==> src/rtl/trc_pkg.sv <==
// Package of the threshold record codec: codes, threshold table, request
// and result types. No dependencies.
package trc_pkg;

    localparam int CHANNELS = 5;
    localparam int CH_W     = $clog2(CHANNELS);
    localparam int CFG_INDEX_W = 1;

    // Configuration register indexes
    localparam logic [CFG_INDEX_W-1:0] CFG_GROUP_A = 1'd0;
    localparam logic [CFG_INDEX_W-1:0] CFG_GROUP_B = 1'd1;

    localparam logic [7:0] GROUP_A_RESET = 8'd230;
    localparam logic [7:0] GROUP_B_RESET = 8'd231;

    typedef enum logic [1:0] {
        ACT_DECODE = 2'd0,
        ACT_UPDATE = 2'd1,
        ACT_BUNDLE = 2'd2
    } action_t;

    typedef enum logic [2:0] {
        ST_TAKEN     = 3'd0,
        ST_COMMITTED = 3'd1,
        ST_REJECTED  = 3'd2,
        ST_ENCODED   = 3'd3,
        ST_DENIED    = 3'd4
    } status_t;

    typedef struct packed {
        logic [1:0]  action;
        logic [7:0]  command;
        logic [7:0]  selector;
        logic [7:0]  enabled;
        logic [15:0] value;
        logic        last_record;
        logic [2:0]  channel;
    } req_t;

    typedef struct packed {
        status_t     status;
        logic [7:0]  command;
        logic [7:0]  selector;
        logic        enabled;
        logic [15:0] value;
        logic        last;
    } result_t;

    // Results caused by one request, slot 0 first
    typedef struct packed {
        logic [1:0]    count;
        result_t [2:0] res;
    } res_group_t;

    // Threshold table: group, selector byte and allowed value range
    function automatic logic tbl_group_b(input logic [CH_W-1:0] e);
        logic g;
        case (e)
            3'd2, 3'd3, 3'd4: g = 1'b1;
            default:          g = 1'b0;
        endcase
        return g;
    endfunction

    function automatic logic [7:0] tbl_sel(input logic [CH_W-1:0] e);
        logic [7:0] s;
        case (e)
            3'd0:    s = 8'h05;
            3'd1:    s = 8'h07;
            3'd2:    s = 8'h01;
            3'd3:    s = 8'h03;
            3'd4:    s = 8'h04;
            default: s = 8'h00;
        endcase
        return s;
    endfunction

    function automatic logic [15:0] tbl_min(input logic [CH_W-1:0] e);
        logic [15:0] m;
        case (e)
            3'd0:    m = 16'd40;
            3'd1:    m = 16'd1;
            3'd2:    m = 16'd1;
            3'd3:    m = 16'd90;
            3'd4:    m = 16'd75;
            default: m = 16'd0;
        endcase
        return m;
    endfunction

    function automatic logic [15:0] tbl_max(input logic [CH_W-1:0] e);
        logic [15:0] m;
        case (e)
            3'd0:    m = 16'd100;
            3'd1:    m = 16'd26;
            3'd2:    m = 16'd65;
            3'd3:    m = 16'd265;
            3'd4:    m = 16'd240;
            default: m = 16'd0;
        endcase
        return m;
    endfunction

    // Entry exists, enable byte is 0 or 1, value inside the entry's range
    function automatic logic in_range(input logic [CH_W-1:0] e, input logic [7:0] en,
                                      input logic [15:0] v);
        return (32'(e) < CHANNELS) && (en <= 8'd1)
            && (v >= tbl_min(e)) && (v <= tbl_max(e));
    endfunction

endpackage

==> src/rtl/trc_req_if.sv <==
// Request channel of the threshold record codec: valid/ready plus one record.
// Standalone; no package needed.
interface trc_req_if;
    logic        valid;
    logic        ready;
    logic [1:0]  action;
    logic [7:0]  command;
    logic [7:0]  selector;
    logic [7:0]  enabled;
    logic [15:0] value;
    logic        last_record;
    logic [2:0]  channel;

    modport source (
        output valid, action, command, selector, enabled, value, last_record, channel,
        input  ready
    );
    modport sink (
        input  valid, action, command, selector, enabled, value, last_record, channel,
        output ready
    );
endinterface

==> src/rtl/trc_res_if.sv <==
// Result channel of the threshold record codec: valid/ready plus one result.
// Standalone; no package needed.
interface trc_res_if;
    logic        valid;
    logic        ready;
    logic [2:0]  status;
    logic [7:0]  out_command;
    logic [7:0]  out_selector;
    logic        out_enabled;
    logic [15:0] out_value;
    logic        out_last;

    modport source (
        output valid, status, out_command, out_selector, out_enabled, out_value, out_last,
        input  ready
    );
    modport sink (
        input  valid, status, out_command, out_selector, out_enabled, out_value, out_last,
        output ready
    );
endinterface

==> src/rtl/trc_core.sv <==
// Threshold store, decode frame state and result generation of the codec.
// Depends on trc_pkg.
module trc_core
    import trc_pkg::*;
(
    input  logic                   clk,
    input  logic                   rst_n,
    input  logic                   cfg_we,
    input  logic [CFG_INDEX_W-1:0] cfg_index,
    input  logic [7:0]             cfg_data,
    input  logic                   req_fire,
    input  req_t                   req,
    output res_group_t             res_group
);

    logic [7:0]          group_a_reg, group_a_next;
    logic [7:0]          group_b_reg, group_b_next;
    logic [15:0]         committed_value_reg [CHANNELS];
    logic [15:0]         committed_value_next [CHANNELS];
    logic [CHANNELS-1:0] committed_enable_reg, committed_enable_next;
    logic [CHANNELS-1:0] committed_known_reg, committed_known_next;
    logic [15:0]         staged_value_reg [CHANNELS];
    logic [15:0]         staged_value_next [CHANNELS];
    logic [CHANNELS-1:0] staged_enable_reg, staged_enable_next;
    logic [CHANNELS-1:0] staged_known_reg, staged_known_next;
    logic [CHANNELS-1:0] seen_mask_reg, seen_mask_next;
    logic [1:0]          record_count_reg, record_count_next;
    logic                frame_error_reg, frame_error_next;
    logic                frame_open_reg, frame_open_next;
    logic [7:0]          frame_command_reg, frame_command_next;

    // Working copy of the frame for the current decode record
    logic [7:0]          frame_cmd;
    logic [15:0]         st_value [CHANNELS];
    logic [CHANNELS-1:0] st_enable;
    logic [CHANNELS-1:0] st_known;
    logic [CHANNELS-1:0] seen;
    logic [1:0]          cnt;
    logic                err;
    logic [1:0]          limit;
    logic                hit;
    logic [CH_W-1:0]     hit_idx;
    logic                bad;
    logic [CHANNELS-1:0] entry_ok;
    logic                update_ok;
    logic                bundle_a;
    logic                bundle_b;

    // Decode: pick frame context, match table, check and stage the record
    always_comb
    begin
        if (frame_open_reg)
        begin
            frame_cmd = frame_command_reg;
            st_value  = staged_value_reg;
            st_enable = staged_enable_reg;
            st_known  = staged_known_reg;
            seen      = seen_mask_reg;
            cnt       = record_count_reg;
            err       = frame_error_reg;
        end
        else
        begin
            frame_cmd = req.command;
            st_value  = committed_value_reg;
            st_enable = committed_enable_reg;
            st_known  = committed_known_reg;
            seen      = '0;
            cnt       = '0;
            err       = 1'b0;
        end

        if (frame_cmd == group_a_reg)
            limit = 2'd2;
        else if (frame_cmd == group_b_reg)
            limit = 2'd3;
        else
            limit = 2'd0;

        // Lowest matching entry wins
        hit     = 1'b0;
        hit_idx = '0;
        for (int e = CHANNELS - 1; e >= 0; e--)
        begin
            if ((tbl_group_b(CH_W'(e)) ? group_b_reg : group_a_reg) == frame_cmd
                && tbl_sel(CH_W'(e)) == req.selector)
            begin
                hit     = 1'b1;
                hit_idx = CH_W'(e);
            end
        end

        bad = (cnt >= limit) || !hit || seen[hit_idx]
            || !in_range(hit_idx, req.enabled, req.value);

        if (limit == 2'd0)
            err = 1'b1;
        if (!err)
        begin
            if (bad)
                err = 1'b1;
            else
            begin
                seen[hit_idx]      = 1'b1;
                st_value[hit_idx]  = req.value;
                st_enable[hit_idx] = req.enabled[0];
                st_known[hit_idx]  = 1'b1;
            end
        end

        if (cnt != 2'd3)
            cnt = cnt + 2'd1;
    end

    // Encode checks against the committed thresholds
    always_comb
    begin
        for (int e = 0; e < CHANNELS; e++)
        begin
            entry_ok[e] = committed_known_reg[e]
                && in_range(CH_W'(e), {7'd0, committed_enable_reg[e]},
                            committed_value_reg[e]);
        end
        update_ok = (32'(req.channel) < CHANNELS) && committed_known_reg[req.channel]
            && in_range(req.channel, req.enabled, req.value);
        bundle_a = req.command == group_a_reg;
        bundle_b = !bundle_a && (req.command == group_b_reg);
    end

    // Build results and next state for the request
    always_comb
    begin
        group_a_next          = group_a_reg;
        group_b_next          = group_b_reg;
        committed_value_next  = committed_value_reg;
        committed_enable_next = committed_enable_reg;
        committed_known_next  = committed_known_reg;
        staged_value_next     = staged_value_reg;
        staged_enable_next    = staged_enable_reg;
        staged_known_next     = staged_known_reg;
        seen_mask_next        = seen_mask_reg;
        record_count_next     = record_count_reg;
        frame_error_next      = frame_error_reg;
        frame_open_next       = frame_open_reg;
        frame_command_next    = frame_command_reg;

        res_group            = '0;
        res_group.count      = 2'd1;
        res_group.res[0]     = '0;
        res_group.res[0].status = ST_DENIED;
        res_group.res[0].last   = 1'b1;

        case (req.action)
            ACT_DECODE:
            begin
                if (req.last_record)
                    res_group.res[0].status = err ? ST_REJECTED : ST_COMMITTED;
                else
                    res_group.res[0].status = ST_TAKEN;
                if (req_fire)
                begin
                    staged_value_next  = st_value;
                    staged_enable_next = st_enable;
                    staged_known_next  = st_known;
                    seen_mask_next     = seen;
                    record_count_next  = cnt;
                    frame_error_next   = err;
                    frame_command_next = frame_cmd;
                    frame_open_next    = !req.last_record;
                    if (req.last_record && !err)
                    begin
                        committed_value_next  = st_value;
                        committed_enable_next = st_enable;
                        committed_known_next  = st_known;
                    end
                end
            end
            ACT_UPDATE:
            begin
                if (update_ok)
                begin
                    res_group.res[0].status   = ST_ENCODED;
                    res_group.res[0].command  = tbl_group_b(req.channel) ? group_b_reg
                                                                         : group_a_reg;
                    res_group.res[0].selector = tbl_sel(req.channel);
                    res_group.res[0].enabled  = req.enabled[0];
                    res_group.res[0].value    = req.value;
                end
            end
            ACT_BUNDLE:
            begin
                if (bundle_a && entry_ok[0] && entry_ok[1])
                begin
                    res_group.count = 2'd2;
                    for (int i = 0; i < 2; i++)
                    begin
                        res_group.res[i].status   = ST_ENCODED;
                        res_group.res[i].command  = req.command;
                        res_group.res[i].selector = tbl_sel(CH_W'(i));
                        res_group.res[i].enabled  = committed_enable_reg[i];
                        res_group.res[i].value    = committed_value_reg[i];
                        res_group.res[i].last     = (i == 1);
                    end
                end
                else if (bundle_b && entry_ok[2] && entry_ok[3] && entry_ok[4])
                begin
                    res_group.count = 2'd3;
                    for (int i = 0; i < 3; i++)
                    begin
                        res_group.res[i].status   = ST_ENCODED;
                        res_group.res[i].command  = req.command;
                        res_group.res[i].selector = tbl_sel(CH_W'(i + 2));
                        res_group.res[i].enabled  = committed_enable_reg[i + 2];
                        res_group.res[i].value    = committed_value_reg[i + 2];
                        res_group.res[i].last     = (i == 2);
                    end
                end
            end
            default:
            begin
                res_group.res[0].status = ST_DENIED;
            end
        endcase

        // Configuration writes must arrive only while idle; the block itself does not enforce this.
        if (cfg_we)
        begin
            case (cfg_index)
                CFG_GROUP_A: group_a_next = cfg_data;
                CFG_GROUP_B: group_b_next = cfg_data;
                default:     group_a_next = group_a_reg;
            endcase
        end
    end

    // Control state
    always_ff @(posedge clk or negedge rst_n)
    begin
        if (!rst_n)
        begin
            group_a_reg          <= GROUP_A_RESET;
            group_b_reg          <= GROUP_B_RESET;
            committed_known_reg  <= '0;
            committed_enable_reg <= '0;
            staged_known_reg     <= '0;
            staged_enable_reg    <= '0;
            seen_mask_reg        <= '0;
            record_count_reg     <= '0;
            frame_error_reg      <= 1'b0;
            frame_open_reg       <= 1'b0;
            frame_command_reg    <= '0;
        end
        else
        begin
            group_a_reg          <= group_a_next;
            group_b_reg          <= group_b_next;
            committed_known_reg  <= committed_known_next;
            committed_enable_reg <= committed_enable_next;
            staged_known_reg     <= staged_known_next;
            staged_enable_reg    <= staged_enable_next;
            seen_mask_reg        <= seen_mask_next;
            record_count_reg     <= record_count_next;
            frame_error_reg      <= frame_error_next;
            frame_open_reg       <= frame_open_next;
            frame_command_reg    <= frame_command_next;
        end
    end

    // Threshold values; only read behind a known bit
    always_ff @(posedge clk)
    begin
        committed_value_reg <= committed_value_next;
        staged_value_reg    <= staged_value_next;
    end

endmodule

==> src/rtl/threshold_record_codec.sv <==
// Threshold record codec top level. A result appears in the cycle after its request is
// accepted. One request per cycle for single-result requests while results are taken;
// a bundle occupies the result register for its two or three results, one taken per cycle
// while result.ready is high, and the next request is accepted as its last result is taken.
// Reset (async, active low): thresholds unknown, no frame open, group commands 230 and
// 231, result register empty.
module threshold_record_codec
    import trc_pkg::*;
(
    input  logic                   clk,
    input  logic                   rst_n,
    input  logic                   cfg_we,
    input  logic [CFG_INDEX_W-1:0] cfg_index,
    input  logic [7:0]             cfg_data,
    trc_req_if.sink                request,
    trc_res_if.source              result
);

    req_t       req;
    res_group_t res_group;
    logic       req_fire;
    logic       res_fire;

    result_t    queue_reg [3];
    result_t    queue_next [3];
    logic [1:0] count_reg, count_next;

    // Pack the request fields
    always_comb
    begin
        req.action      = request.action;
        req.command     = request.command;
        req.selector    = request.selector;
        req.enabled     = request.enabled;
        req.value       = request.value;
        req.last_record = request.last_record;
        req.channel     = request.channel;
    end

    // Accept when the result register frees up this cycle
    assign request.ready = (count_reg == 2'd0) || (count_reg == 2'd1 && result.ready);
    assign req_fire      = request.valid && request.ready;
    assign res_fire      = result.valid && result.ready;

    trc_core u_core (
        .clk       (clk),
        .rst_n     (rst_n),
        .cfg_we    (cfg_we),
        .cfg_index (cfg_index),
        .cfg_data  (cfg_data),
        .req_fire  (req_fire),
        .req       (req),
        .res_group (res_group)
    );

    // Load a new result group or advance to the next result
    always_comb
    begin
        queue_next = queue_reg;
        count_next = count_reg;
        if (req_fire)
        begin
            queue_next[0] = res_group.res[0];
            queue_next[1] = res_group.res[1];
            queue_next[2] = res_group.res[2];
            count_next    = res_group.count;
        end
        else if (res_fire)
        begin
            queue_next[0] = queue_reg[1];
            queue_next[1] = queue_reg[2];
            count_next    = count_reg - 2'd1;
        end
    end

    always_ff @(posedge clk or negedge rst_n)
    begin
        if (!rst_n)
            count_reg <= '0;
        else
            count_reg <= count_next;
    end

    always_ff @(posedge clk)
    begin
        queue_reg <= queue_next;
    end

    // Drive the head result
    assign result.valid        = count_reg != 2'd0;
    assign result.status       = queue_reg[0].status;
    assign result.out_command  = queue_reg[0].command;
    assign result.out_selector = queue_reg[0].selector;
    assign result.out_enabled  = queue_reg[0].enabled;
    assign result.out_value    = queue_reg[0].value;
    assign result.out_last     = queue_reg[0].last;

endmodule

==> src/flat_wrapper.sv <==
// flat-port wrapper written by rule: the top's interface ports become plain ports
module threshold_record_codec_flat import trc_pkg::*;
  (clk, rst_n, cfg_we, cfg_index, cfg_data, request_valid, request_action, request_command, request_selector, request_enabled, request_value, request_last_record, request_channel, request_ready, result_valid, result_status, result_out_command, result_out_selector, result_out_enabled, result_out_value, result_out_last, result_ready);
  trc_req_if request_i ();
  trc_res_if result_i ();
  input  logic clk;
  input  logic rst_n;
  input  logic cfg_we;
  input  logic [CFG_INDEX_W-1:0] cfg_index;
  input  logic [7:0] cfg_data;
  input wire logic [$bits(request_i.valid)-1:0] request_valid;
  input wire logic [$bits(request_i.action)-1:0] request_action;
  input wire logic [$bits(request_i.command)-1:0] request_command;
  input wire logic [$bits(request_i.selector)-1:0] request_selector;
  input wire logic [$bits(request_i.enabled)-1:0] request_enabled;
  input wire logic [$bits(request_i.value)-1:0] request_value;
  input wire logic [$bits(request_i.last_record)-1:0] request_last_record;
  input wire logic [$bits(request_i.channel)-1:0] request_channel;
  output wire logic [$bits(request_i.ready)-1:0] request_ready;
  output wire logic [$bits(result_i.valid)-1:0] result_valid;
  output wire logic [$bits(result_i.status)-1:0] result_status;
  output wire logic [$bits(result_i.out_command)-1:0] result_out_command;
  output wire logic [$bits(result_i.out_selector)-1:0] result_out_selector;
  output wire logic [$bits(result_i.out_enabled)-1:0] result_out_enabled;
  output wire logic [$bits(result_i.out_value)-1:0] result_out_value;
  output wire logic [$bits(result_i.out_last)-1:0] result_out_last;
  input wire logic [$bits(result_i.ready)-1:0] result_ready;
  assign request_i.valid = request_valid;
  assign request_i.action = request_action;
  assign request_i.command = request_command;
  assign request_i.selector = request_selector;
  assign request_i.enabled = request_enabled;
  assign request_i.value = request_value;
  assign request_i.last_record = request_last_record;
  assign request_i.channel = request_channel;
  assign request_ready = request_i.ready;
  assign result_valid = result_i.valid;
  assign result_status = result_i.status;
  assign result_out_command = result_i.out_command;
  assign result_out_selector = result_i.out_selector;
  assign result_out_enabled = result_i.out_enabled;
  assign result_out_value = result_i.out_value;
  assign result_out_last = result_i.out_last;
  assign result_i.ready = result_ready;
  threshold_record_codec u_core (.clk(clk), .rst_n(rst_n), .cfg_we(cfg_we), .cfg_index(cfg_index), .cfg_data(cfg_data), .request(request_i), .result(result_i));
endmodule
==> config.mk <==
export PLATFORM = sky130hd
export DESIGN_NAME = threshold_record_codec_flat
export DESIGN_NICKNAME = d
export VERILOG_FILES = /design/src/rtl/trc_pkg.sv /design/src/rtl/trc_req_if.sv /design/src/rtl/trc_res_if.sv /design/src/rtl/trc_core.sv /design/src/rtl/threshold_record_codec.sv /design/src/flat_wrapper.sv
export SDC_FILE = /design/constraint.sdc
export NUM_CORES = 1
export LEC_CHECK = 0
export BUFFER_PORTS_ARGS = -buffer_cell sky130_fd_sc_hd__buf_2
export CAP_MARGIN = 20
export CORE_UTILIZATION = 50
export CTS_CLUSTER_DIAMETER = 200
export DETAILED_ROUTE_END_ITERATION = 8
export GPL_ROUTABILITY_DRIVEN = 0
export PLACE_DENSITY = 0.73
export SLEW_MARGIN = 10
export SYNTH_ARGS = -nofsm -noshare
export SYNTH_HDL_FRONTEND = slang
export SYNTH_SLANG_ARGS = --single-unit
==> constraint.sdc <==
create_clock -name clk -period 6.8 [get_ports clk]
set_clock_uncertainty 0.05 [all_clocks]
set_input_delay 0.68 -clock clk [delete_from_list [all_inputs] [get_ports clk]]
set_output_delay 0.68 -clock clk [all_outputs]
set_load 0.005 [all_outputs]
==> run metrics <==
result of the run=complete, no violations; I/O pins=a little under 100; library cell occupying the most area in the post-synthesis netlist=sky130_fd_sc_hd__edfxtp_1; hold crit path type=input port to asynchronous set/reset pin; most used cells in the layout excluding fill and tap cells=sky130_fd_sc_hd__edfxtp_1, sky130_fd_sc_hd__nand2_1, sky130_fd_sc_hd__nor2_1, sky130_fd_sc_hd__mux2i_1, sky130_fd_sc_hd__buf_2; register area share after synthesis=roughly three fifths; total clock buffers created by CTS=31; Critical Path Sink Type=flop; clk_lat worst skew=a little under 0.6 ns; count of H-tree levels built during CTS=1; clock-pin slew reported for the worst setup and hold paths after clock tree synthesis=around 0.070 ns; number of cells traversed by the worst register-to-register path=16; Die Span X=between 150 and 200 um; hold-fix buffer count after cts=0; largest net degree at the start of global routing=91; worst vdd rail ir drop=about 180 uV; count of yosys warnings during synthesis=0; number of slew-limit violations in the final report=0; critical-path cell list=mux2i_1 > xnor2_1 > nor4_1 > nand3_1 > nor2_1 > a21oi_1 > and2_1 > ha_1 > o21ai_0 > a31oi_1 > o311a_1 > o211a_2 > nand3b_4 > nor2_4 > mux2_1 > a2bb2oi_1; multi-input logic area=~5400 um^2; Post-route DRC=0; via count of the first global-routing pass=~9,300; antenna violations before repair=1; maximum root-to-sink buffer count=3; clock tree from TritonCTS=yes; total number of vias=9,638; total global routing track utilization=about 22%; transition at the pin with the smallest max-transition slack=roughly 1.1 ns; worst slew margin relative to its limit=between 20 and 30%; proportion of register bits with asynchronous set or reset after synthesis=between 10% and 20%; largest cells by area after synthesis=sky130_fd_sc_hd__edfxtp_1, sky130_fd_sc_hd__dfrtp_1, sky130_fd_sc_hd__mux2i_1; standard-cell row count=between 60 and 70; signed area change from the synthesized netlist to the final layout=10.8%; post-synthesis instance area=approximately 15,000 um^2; Crit Path Category=flop to flop; instance area after placement=about 15,000 um^2; Pre-antenna DRT Iters=7; ratio of cells with drive above 1 in the final layout=between 10% and 20%; Final min period=roughly 5.2 ns; post-CTS sizing=0; Main synth FF type=sky130_fd_sc_hd__edfxtp_1; portion of the clock cycle consumed by the worst path in the final layout=75.9%; Max Cap Viol=0; Remaining Overflow, GRT=0; cell count after synthesis=around 1,200; delay of the slowest critical-path stage=slightly above 0.6 ns; design area=~16,000 um^2; number of enable-type register cells in the synthesized netlist=around 250; maximum operating frequency=0.194 GHz; total setup violations reported at the end of the flow=0; FF-to-FF setup slack=between 1.5 and 2 ns; via/cell ratio=5.79; routed wire length per instance=just under 20 um; Initial Util=51.1%; fin worst setup slack=between 1.5 and 2 ns; register area=8780 um^2; post-synthesis cell type count=75; worst reg2reg endpoint=u_core.u_core.staged_enable_reg[0]$_DFFE_PN0P_; setup slack at placement=about 1.4 ns; residual antenna-violating net count after detailed routing=0; worst r2r src=u_core.u_core.frame_open_reg$_DFFE_PN0P_; Total Nets Final=about 1,400; Fin Setup TNS=0 ns; HPWL after detailed placement=around 22,000 um; Pwr Density=around 330 nW/um^2; fillers=around 2,400; top-area cell type share of the netlist area=50.3%; Core Region=~29,000 um^2; Final Hold Viols=0; Crit path arrival time=~5.6 ns; CP max FO=32; worst endpoint required time=slightly above 7 ns; highest-delay cell along the critical path=sky130_fd_sc_hd__dfrtp_4; first-pass GRT wire length=between 50,000 and 60,000 um; buffers added on ports=93; count of buffers added by post-CTS timing repair for setup=0; Critical path buffers and inverters=0; final wirelength=~32,000 um; average footprint of a synthesized cell=12.3 um^2; Leakage Power=about 6.3 nW; clk sink count=between 300 and 400; flip-flop and latch count after synthesis=about 300; RSZ-0062 raised after global routing=false; cell at the root of the clock tree=sky130_fd_sc_hd__clkbuf_16; floorplan die area=about 30,000 um^2; startpoint type of the worst setup path=flop; Top delay family on crit path=simple AND/OR/NAND/NOR gates; overall die height=around 170 um; Iter 0 DRT Violations=roughly 1,000; most frequent standard cell in the layout excluding fill and tap cells=sky130_fd_sc_hd__edfxtp_1
==> synth_stat cells, drive strengths merged, types with 10 or more instances <==
master	instances
a21oi	49
and2	32
and3	19
buf	53
clkbuf	39
dfrtp	44
dfstp	11
edfxtp	246
ha	38
inv	21
mux2	23
mux2i	97
nand2	113
nand3	13
nand4	12
nor2	96
nor3	16
nor4	23
o21ai	83
or4	10
xnor2	21
xor2	11
==> final cells by class <==
class,count,area share (%)
antenna,1,0.0154
clock buffer,42,5.08
clock inverter,15,0.991
inverter,22,0.515
multi-input combinational,795,32.9
sequential,301,53.9
tap,384,2.95
timing repair buffer,105,3.58
==> how the worst max path moves through the flow <==
| stage | from | to | slack (ns) | cells after the start |
|---|---|---|---|---|
| global route | u_core.u_core.frame_open_reg$_DFFE_PN0P_ | u_core.u_core.staged_enable_reg[0]$_DFFE_PN0P_ | 1.26 | 17 |
| finish | u_core.u_core.frame_open_reg$_DFFE_PN0P_ | u_core.u_core.staged_enable_reg[0]$_DFFE_PN0P_ | 1.64 | 16 |
| global placement | request_command[5] | u_core.u_core.committed_value_reg[56]$_DFFE_PP_ | 1.60 | 14 |
| floorplan | request_command[7] | u_core.u_core.committed_enable_reg[0]$_DFFE_PN0P_ | 2.20 | 16 |
| CTS | u_core.u_core.frame_open_reg$_DFFE_PN0P_ | u_core.u_core.committed_value_reg[54]$_DFFE_PP_ | 1.42 | 14 |
| detailed placement | request_command[5] | u_core.u_core.staged_value_reg[56]$_DFFE_PP_ | 1.39 | 15 |
==> power breakdown <==
part | switching (W) | total, W | internal, W
clock | 0.000695 | 0.00166 | 0.000965
sequential | 0.000131 | 0.00256 | 0.00243
combinational | 0.000698 | 0.00121 | 0.000510
total | 0.00152 | 0.00543 | 0.00391
==> stage by stage <==
step / util (%) / cells / total power, W / hold slack [ns]
finish: 56.6 / 1665 / 0.00543 / 0.207
global route: 56.6 / 1664 / 0.00569 / 0.247
CTS: 56.5 / 1662 / 0.00546 / 0.214
detailed placement: 53.0 / 1605 / 0.00381 / 0.422
global placement: 53.0 / 1605 / 0.00375 / 0.408
floorplan: - / 1210 / 0.00355 / 0.334
==> worst register-to-register path, cell delays in order (launching register included) <==
cell and delay (ns):
sky130_fd_sc_hd__dfrtp_4 0.62, sky130_fd_sc_hd__mux2i_1 0.40, sky130_fd_sc_hd__xnor2_1 0.12, sky130_fd_sc_hd__nor4_1 0.53
sky130_fd_sc_hd__nand3_1 0.25, sky130_fd_sc_hd__nor2_1 0.38, sky130_fd_sc_hd__a21oi_1 0.20, sky130_fd_sc_hd__and2_1 0.19
sky130_fd_sc_hd__ha_1 0.28, sky130_fd_sc_hd__o21ai_0 0.08, sky130_fd_sc_hd__a31oi_1 0.19, sky130_fd_sc_hd__o311a_1 0.24
sky130_fd_sc_hd__o211a_2 0.25, sky130_fd_sc_hd__nand3b_4 0.16, sky130_fd_sc_hd__nor2_4 0.61, sky130_fd_sc_hd__mux2_1 0.39
sky130_fd_sc_hd__a2bb2oi_1 0.15
==> layer usage <==
metal / vias to the layer above / routed length, um / global-route usage [%]
met1: 4714 / 14500 / 31.4
met2: 345 / 15100 / 33.9
met3: 42 / 2290 / 3.66
met4: 0 / 546 / 4.57
li1: 4537 / - / -
met5: - / 0 / 0
==> cell families (layout without fill, tap and decap cells) <==
family	count (synthesis)	in the layout	share of synthesized area (%)
AND/OR/NAND/NOR	370	370	12.7
flip-flops	301	301	59.7
AO/OA/AOI/OAI	221	221	9.64
multiplexers	121	121	8.66
buffers and inverters	114	184	4.16
adder cells (fa/ha/maj)	38	38	3.23
XOR/XNOR	32	32	1.91
other	1	14	0.0255
(Power assumes the default switching activity.)
